## src/hdl/apvd_pkg.sv

```systemverilog
package apvd_pkg;

   localparam int MAX_LAGS   = 1024;
   localparam int LAG_W      = $clog2(MAX_LAGS);
   localparam int CORR_W     = 32;
   localparam int TAG_W      = 16;
   localparam int THR_W      = 17;
   localparam int FRAC_W     = 16;
   localparam int PROD_W     = CORR_W + THR_W + 1;

   localparam logic [THR_W-1:0] THR_RESET = THR_W'(19661);
   localparam logic [LAG_W-1:0] LAG_LAST  = LAG_W'(MAX_LAGS - 1);

   // end-of-segment values handed from the tracker to the voicing stage
   typedef struct packed {
      logic [CORR_W-1:0] peak;
      logic [CORR_W-1:0] energy;
      logic [LAG_W-1:0]  peak_lag;
      logic [TAG_W-1:0]  tag;
   } seg_type;

endpackage

```

## src/hdl/apvd_tracker.sv

```systemverilog
module apvd_tracker (
   input  logic                          clock,
   input  logic                          reset,
   input  logic                          req_valid,
   output logic                          req_stall,
   input  logic [apvd_pkg::CORR_W-1:0]   req_corr_value,
   input  logic                          req_last_lag,
   input  logic [apvd_pkg::TAG_W-1:0]    req_segment_tag,
   output logic                          seg_valid,
   input  logic                          seg_stall,
   output apvd_pkg::seg_type             seg_data
);
   import apvd_pkg::*;

   logic              in_valid_ff, in_valid_in;
   logic [CORR_W-1:0] corr_ff;
   logic              last_ff;
   logic [TAG_W-1:0]  tag_ff;

   logic [LAG_W-1:0]  lag_ff, lag_in;
   logic [CORR_W-1:0] energy_ff, energy_in;
   logic [CORR_W-1:0] min_ff, min_in;
   logic [CORR_W-1:0] peak_ff, peak_in;
   logic [LAG_W-1:0]  plag_ff, plag_in;

   logic              seg_valid_ff, seg_valid_in;
   seg_type           seg_ff;

   logic              accept;
   logic              advance;

   // a non-final lag only updates state, so it never waits on the segment stage
   assign advance   = in_valid_ff && !(last_ff && seg_valid_ff && seg_stall);
   assign req_stall = in_valid_ff && !advance;
   assign accept    = req_valid && !req_stall;

   always_comb begin
      in_valid_in = in_valid_ff;
      if (accept) begin
         in_valid_in = 1'b1;
      end else if (advance) begin
         in_valid_in = 1'b0;
      end
   end

   always_comb begin
      energy_in = energy_ff;
      min_in    = min_ff;
      peak_in   = peak_ff;
      plag_in   = plag_ff;
      priority if (lag_ff == '0) begin
         energy_in = corr_ff;
         min_in    = corr_ff;
         peak_in   = corr_ff;
         plag_in   = '0;
      end else if ($signed(corr_ff) < $signed(min_ff)) begin
         // new strict minimum: restart the peak search here
         min_in  = corr_ff;
         peak_in = corr_ff;
         plag_in = lag_ff;
      end else if ($signed(corr_ff) > $signed(peak_ff)) begin
         peak_in = corr_ff;
         plag_in = lag_ff;
      end else begin
         plag_in = plag_ff;
      end

      lag_in = lag_ff;
      priority if (last_ff) begin
         lag_in = '0;
      end else if (lag_ff != LAG_LAST) begin
         lag_in = lag_ff + LAG_W'(1);
      end else begin
         lag_in = lag_ff;
      end
   end

   always_comb begin
      seg_valid_in = seg_valid_ff;
      if (advance && last_ff) begin
         seg_valid_in = 1'b1;
      end else if (!seg_stall) begin
         seg_valid_in = 1'b0;
      end
   end

   always_ff @(posedge clock) begin
      if (reset) begin
         in_valid_ff  <= 1'b0;
         seg_valid_ff <= 1'b0;
         lag_ff       <= '0;
         energy_ff    <= '0;
         min_ff       <= '0;
         peak_ff      <= '0;
         plag_ff      <= '0;
      end else begin
         in_valid_ff  <= in_valid_in;
         seg_valid_ff <= seg_valid_in;
         if (advance) begin
            lag_ff    <= lag_in;
            energy_ff <= energy_in;
            min_ff    <= min_in;
            peak_ff   <= peak_in;
            plag_ff   <= plag_in;
         end
      end
   end

   always_ff @(posedge clock) begin
      if (accept) begin
         corr_ff <= req_corr_value;
         last_ff <= req_last_lag;
         tag_ff  <= req_segment_tag;
      end
      if (advance && last_ff) begin
         seg_ff.peak     <= peak_in;
         seg_ff.energy   <= energy_in;
         seg_ff.peak_lag <= plag_in;
         seg_ff.tag      <= tag_ff;
      end
   end

   assign seg_valid = seg_valid_ff;
   assign seg_data  = seg_ff;

endmodule

```

## src/hdl/apvd_voicing.sv

```systemverilog
module apvd_voicing (
   input  logic                          clock,
   input  logic                          reset,
   input  logic                          csr_valid,
   output logic                          csr_ready,
   input  logic [apvd_pkg::THR_W-1:0]    csr_voicing_threshold,
   input  logic                          seg_valid,
   output logic                          seg_stall,
   input  apvd_pkg::seg_type             seg_data,
   output logic                          rsp_valid,
   input  logic                          rsp_stall,
   output logic [apvd_pkg::LAG_W-1:0]    rsp_pitch_period,
   output logic                          rsp_voiced,
   output logic [apvd_pkg::TAG_W-1:0]    rsp_result_tag
);
   import apvd_pkg::*;

   logic [THR_W-1:0]         thr_ff;

   logic                     prod_valid_ff, prod_valid_in;
   logic signed [PROD_W-1:0] prod_ff, prod_in;
   logic [CORR_W-1:0]        peak_ff;
   logic                     energy_nz_ff;
   logic [LAG_W-1:0]         plag_ff;
   logic [TAG_W-1:0]         ptag_ff;

   logic                     rsp_valid_ff, rsp_valid_in;
   logic [LAG_W-1:0]         period_ff;
   logic                     voiced_ff, voiced_in;
   logic [TAG_W-1:0]         rtag_ff;

   logic signed [PROD_W-1:0] thr_ext;
   logic signed [PROD_W-1:0] energy_ext;
   logic signed [PROD_W-1:0] peak_scaled;
   logic                     prod_load;
   logic                     prod_advance;

   assign csr_ready = 1'b1;

   assign prod_advance = !rsp_valid_ff || !rsp_stall;
   assign seg_stall    = prod_valid_ff && !prod_advance;
   assign prod_load    = seg_valid && !seg_stall;

   // threshold * energy, exact in PROD_W bits
   assign thr_ext    = $signed({{(PROD_W - THR_W){1'b0}}, thr_ff});
   assign energy_ext = $signed({{(PROD_W - CORR_W){seg_data.energy[CORR_W-1]}},
                                seg_data.energy});
   assign prod_in    = thr_ext * energy_ext;

   // peak * 2^16, sign extended to the product width
   assign peak_scaled = $signed({{(PROD_W - CORR_W - FRAC_W){peak_ff[CORR_W-1]}},
                                 peak_ff, {FRAC_W{1'b0}}});
   assign voiced_in   = energy_nz_ff && (peak_scaled >= prod_ff);

   always_comb begin
      prod_valid_in = prod_valid_ff;
      if (prod_load) begin
         prod_valid_in = 1'b1;
      end else if (prod_advance) begin
         prod_valid_in = 1'b0;
      end
   end

   always_comb begin
      rsp_valid_in = rsp_valid_ff;
      if (prod_valid_ff && prod_advance) begin
         rsp_valid_in = 1'b1;
      end else if (!rsp_stall) begin
         rsp_valid_in = 1'b0;
      end
   end

   always_ff @(posedge clock) begin
      if (reset) begin
         thr_ff        <= THR_RESET;
         prod_valid_ff <= 1'b0;
         rsp_valid_ff  <= 1'b0;
      end else begin
         if (csr_valid && csr_ready) begin
            thr_ff <= csr_voicing_threshold;
         end
         prod_valid_ff <= prod_valid_in;
         rsp_valid_ff  <= rsp_valid_in;
      end
   end

   always_ff @(posedge clock) begin
      if (prod_load) begin
         prod_ff      <= prod_in;
         peak_ff      <= seg_data.peak;
         energy_nz_ff <= (seg_data.energy != '0);
         plag_ff      <= seg_data.peak_lag;
         ptag_ff      <= seg_data.tag;
      end
      if (prod_valid_ff && prod_advance) begin
         period_ff <= plag_ff;
         voiced_ff <= voiced_in;
         rtag_ff   <= ptag_ff;
      end
   end

   assign rsp_valid        = rsp_valid_ff;
   assign rsp_pitch_period = period_ff;
   assign rsp_voiced       = voiced_ff;
   assign rsp_result_tag   = rtag_ff;

endmodule

```

## src/hdl/autocorr_pitch_voicing_detector.sv

```systemverilog
// Channel   Direction  Handshake             Payload
// req_      in         req_valid/req_stall   corr_value, last_lag, segment_tag
// rsp_      out        rsp_valid/rsp_stall   pitch_period, voiced, result_tag
// csr_      in         csr_valid/csr_ready   voicing_threshold (always ready)
//
// One lag value is taken every cycle while req_stall is low; non-final lags never wait
// on the result side. A final lag's result passes through the input register, min/peak
// tracking, threshold * energy multiply, then compare into the output register.
// Synchronous active-high reset clears all tracking state and loads the default threshold.
// A stalled result backs up through the pipeline; req_stall rises only when a final lag
// finds no free slot behind it.
module autocorr_pitch_voicing_detector (
   input  logic                          clock,
   input  logic                          reset,
   input  logic                          req_valid,
   output logic                          req_stall,
   input  logic [apvd_pkg::CORR_W-1:0]   req_corr_value,
   input  logic                          req_last_lag,
   input  logic [apvd_pkg::TAG_W-1:0]    req_segment_tag,
   output logic                          rsp_valid,
   input  logic                          rsp_stall,
   output logic [apvd_pkg::LAG_W-1:0]    rsp_pitch_period,
   output logic                          rsp_voiced,
   output logic [apvd_pkg::TAG_W-1:0]    rsp_result_tag,
   input  logic                          csr_valid,
   output logic                          csr_ready,
   input  logic [apvd_pkg::THR_W-1:0]    csr_voicing_threshold
);
   import apvd_pkg::*;

   logic    seg_valid;
   logic    seg_stall;
   seg_type seg_data;

   apvd_tracker u_tracker (
      .clock           (clock),
      .reset           (reset),
      .req_valid       (req_valid),
      .req_stall       (req_stall),
      .req_corr_value  (req_corr_value),
      .req_last_lag    (req_last_lag),
      .req_segment_tag (req_segment_tag),
      .seg_valid       (seg_valid),
      .seg_stall       (seg_stall),
      .seg_data        (seg_data)
   );

   apvd_voicing u_voicing (
      .clock                 (clock),
      .reset                 (reset),
      .csr_valid             (csr_valid),
      .csr_ready             (csr_ready),
      .csr_voicing_threshold (csr_voicing_threshold),
      .seg_valid             (seg_valid),
      .seg_stall             (seg_stall),
      .seg_data              (seg_data),
      .rsp_valid             (rsp_valid),
      .rsp_stall             (rsp_stall),
      .rsp_pitch_period      (rsp_pitch_period),
      .rsp_voiced            (rsp_voiced),
      .rsp_result_tag        (rsp_result_tag)
   );

endmodule

```

## config.mk

```make
export PLATFORM = sky130hd
export DESIGN_NAME = autocorr_pitch_voicing_detector
export DESIGN_NICKNAME = d
export VERILOG_FILES = /design/src/hdl/apvd_pkg.sv /design/src/hdl/apvd_tracker.sv /design/src/hdl/apvd_voicing.sv /design/src/hdl/autocorr_pitch_voicing_detector.sv
export SDC_FILE = /design/constraint.sdc
export NUM_CORES = 2
export LEC_CHECK = 0
export ABC_AREA = 1
export BUFFER_PORTS_ARGS = -buffer_cell sky130_fd_sc_hd__buf_2
export CORE_UTILIZATION = 55
export DETAILED_ROUTE_END_ITERATION = 10
export PLACE_DENSITY = 0.72
export SLEW_MARGIN = 10
export SYNTH_ARGS = -nofsm -noshare
export SYNTH_HDL_FRONTEND = slang
export SYNTH_SLANG_ARGS = --single-unit
export TNS_END_PERCENT = 50
```

## constraint.sdc

```tcl
create_clock -name clock -period 11.85 [get_ports clock]
set_clock_uncertainty 0.2 [all_clocks]
set_input_delay 0.5925 -clock clock [delete_from_list [all_inputs] [get_ports clock]]
set_output_delay 0.5925 -clock clock [all_outputs]
set_load 0.005 [all_outputs]
```

==> results_dict.tcl <==
set metrics [dict create \
    grt_use_total_pct 28.3 \
    worst_slew_pin_slew_ns 1.18 \
    synth.most_common_cell "inv_1" \
    post-route-util_pct 60.2 \
    clk_path_buf_depth 3 \
    path_class "reg -> reg" \
    cpPeakStageDelay_ns 0.82 \
    synth_ff_type "edfxtp_1" \
    yosysSeqAreaShare_pct 29.5 \
    tns_ns 0 \
    clkSlewWorstSetupHoldPaths_ns 0.06 \
    hpwlAfterDp_mm 69.7 \
    synth_edf_count 275 \
    fin_nets 5136 \
    min_period_over_period_pct 59.5 \
    async_reset_ff_share_pct 0 \
    slowest_stage "edfxtp_1" \
    cp.arrival_ns 7.18 \
    gr-total-overflow 0 \
    root_buffer "clkbuf_16" \
    status "finished clean" \
    ios 101 \
    vias 27345 \
    via_per_inst 5.22 \
    clock_latency_ns 0.60 \
    h-tree-depth 2 \
    core_area_um2 67200 \
    grt_pass1_wl_mm 152 \
    synth_area_per_cell_um2 8.70 \
    drc 0 \
    setup.worst_path.end "u_voicing.prod_ff[49]$_DFFE_PP_" \
    area_growth_pct 8.37 \
    drt_iter0_markers 1989 \
    fmax_ghz 0.142 \
    grt_pass1_vias 28647 \
    maxCapViolations 0 \
    first_pass_iters 7 \
    die_width_um 263 \
    synth_seq_cells 412 \
    r2r_cells 18 \
    die_area_um2 68900 \
    crit_path_end_kind "register" \
    tritoncts_num_sinks 412 \
    drive_above_1_share_pct 5.66 \
    die_h_um 263 \
    io_buffers 99 \
    insertedDiodeCount 0 \
    crit_path_start "u_tracker.seg_data[57]$_DFFE_PP_" \
    path_max_fanout 18 \
    antenna_found_initial 1 \
    maxSlewViolCount 0 \
    syn_area_um2 37300 \
    yosys-top-cells-area "fa_1, edfxtp_1, inv_1" \
    timing.final.hold_violations 0 \
    grt_max_degree 96 \
    cpMostUsedCell "fa_1" \
    relSlewSlack_pct 20.8 \
    cts_tree "done" \
    synth_top_area_cell "fa_1" \
    synthCells 4292 \
    rsz0062_at_grt "false" \
    ant_nets 0 \
    synth_fp_nets 5101 \
    worstReg2RegStart "u_tracker.seg_data[57]$_DFFE_PP_" \
    gp_congestion 0.976 \
    wire_per_inst_um 17.8 \
    timing.rr.end "u_voicing.prod_ff[49]$_DFFE_PP_" \
    start_kind "register" \
    whs_ns 0.0135 \
    ys_types 48 \
    fill_cells 5674 \
    cts_made_buffers 44 \
    period_needed_ns 7.05 \
    crit_chain "nand2_1 > fa_1 > fa_1 > inv_1 > fa_1 > fa_1 > fa_1 > inv_1 > fa_1 > inv_1 > ha_1 > nand2_1 > nor2_1 > inv_1 > nor4_1 > nand3_1 > nand3_1 > xor2_1" \
    crit_required_ns 11.98 \
    wl_mm 93.1 \
    rows 95 \
    synth_top_area_share_pct 27.9 \
    hold_path_class "in -> reg" \
    synth_top_cells_by_count "inv_1, nand2_1, fa_1" \
    regToRegSetupSlack_ns 4.80 \
    setup_viol_count_final 0 \
    start_util_pct 55.6 \
    yosysWarnings 0 \
]
## stage by stage
stage,worst slack [ns],area [um2],instances
5_1_grt,4.57,40400,5236
3_5_place_dp,4.97,38400,5104
4_1_cts,4.92,40400,5236
2_1_floorplan,5.82,37300,4292
3_3_place_gp,5.05,38400,5104
6_report,4.80,40400,5236
## worst min path at each step
stage	slack, ns	to	from	cells after the start
2_1_floorplan	0.20	u_tracker.seg_data[0]$_DFFE_PP_	u_tracker.tag_ff[0]$_DFFE_PP_	0
3_3_place_gp	0.20	u_tracker.seg_data[1]$_DFFE_PP_	u_tracker.tag_ff[1]$_DFFE_PP_	0
3_5_place_dp	0.20	u_tracker.seg_data[3]$_DFFE_PP_	u_tracker.tag_ff[3]$_DFFE_PP_	0
4_1_cts	0.001	u_voicing.thr_ff[3]$_SDFFE_PP1P_	csr_voicing_threshold[3]	3
5_1_grt	0.02	u_voicing.thr_ff[15]$_SDFFE_PP0P_	csr_voicing_threshold[15]	3
6_report	0.01	u_voicing.thr_ff[3]$_SDFFE_PP1P_	csr_voicing_threshold[3]	3
## cell families (layout without fill, tap and decap cells)
logic type               after synthesis  after routing  synth area share (%)
buffers and inverters               1434           1505                  14.6
AND/OR/NAND/NOR                     1253           1253                  13.7
adder cells (fa/ha/maj)              738            738                  35.2
flip-flops                           412            412                  29.5
AO/OA/AOI/OAI                        400            400                  5.76
XOR/XNOR                              54             54                  1.27
other                                  1              1                0.0100
## per-layer routing
| metal | up-vias | global-route usage, % | wire length (um) |
|---|---|---|---|
| met3 | 213 | 4.04 | 6100 |
| met5 | - | 0 | 0 |
| met1 | 13391 | 36.2 | 37700 |
| li1 | 12803 | - | - |
| met4 | 0 | 10.0 | 3320 |
| met2 | 938 | 49.0 | 46000 |
## timing repair
action	CTS	global route
buffers inserted	0	0
resized for setup	0	0
hold endpoints to repair	50	0
hold buffers	50	0
## layout by cell type, fill, tap and decap left out, drive strengths merged, types with 3 or more instances in the layout
master	count
a31oi	12
nor3	17
o21a	12
ha	217
a21oi	195
dlygate4sd3	50
edfxtp	275
inv	1245
buf	132
o21ai	157
bufinv	6
xor2	31
clkinv	19
a211oi	4
nor4	19
nand3	81
nand4	53
nor2	176
o221ai	5
nand2	899
clkbuf	51
dfxtp	137
fa	521
a21o	8
xnor2	23
nand3b	3
## worst max-delay path: cells and delay by family (launching register included)
family | cells | cell delay [ns]
adders and majority gates | 7 | 3.66
and+or+nand+nor | 6 | 1.53
DFF | 1 | 0.82
buffers and inverters | 4 | 0.49
xor gates and xnor gates | 1 | 0.08
## registers in the layout, indices dropped and copies added, names as in the netlist, 17 cells and up
| signal | cells |
|---|---|
| u_tracker.seg_data | 90 |
| u_voicing.prod_ff | 50 |
| u_tracker.peak_ff | 32 |
| u_voicing.peak_ff | 32 |
| u_tracker.energy_ff | 32 |
| u_voicing.thr_ff | 17 |
| u_tracker.corr_ff | 32 |
| u_tracker.min_ff | 32 |
## area by class of cell
| cell class | instances | area [um2] | share of cell area, % |
|---|---|---|---|
| sequential | 412 | 11000 | 27.2 |
| clock inverter | 31 | 400 | 0.990 |
| clock buffer | 51 | 1160 | 2.86 |
| multi-input combinational | 2446 | 20900 | 51.6 |
| tap | 873 | 1090 | 2.70 |
| timing repair buffer | 182 | 1240 | 3.07 |
| inverter | 1241 | 4660 | 11.5 |
Power is left out: the tool's default activity adds up to more than one toggle a clock period on the data nets, which glitch-free logic cannot reach.
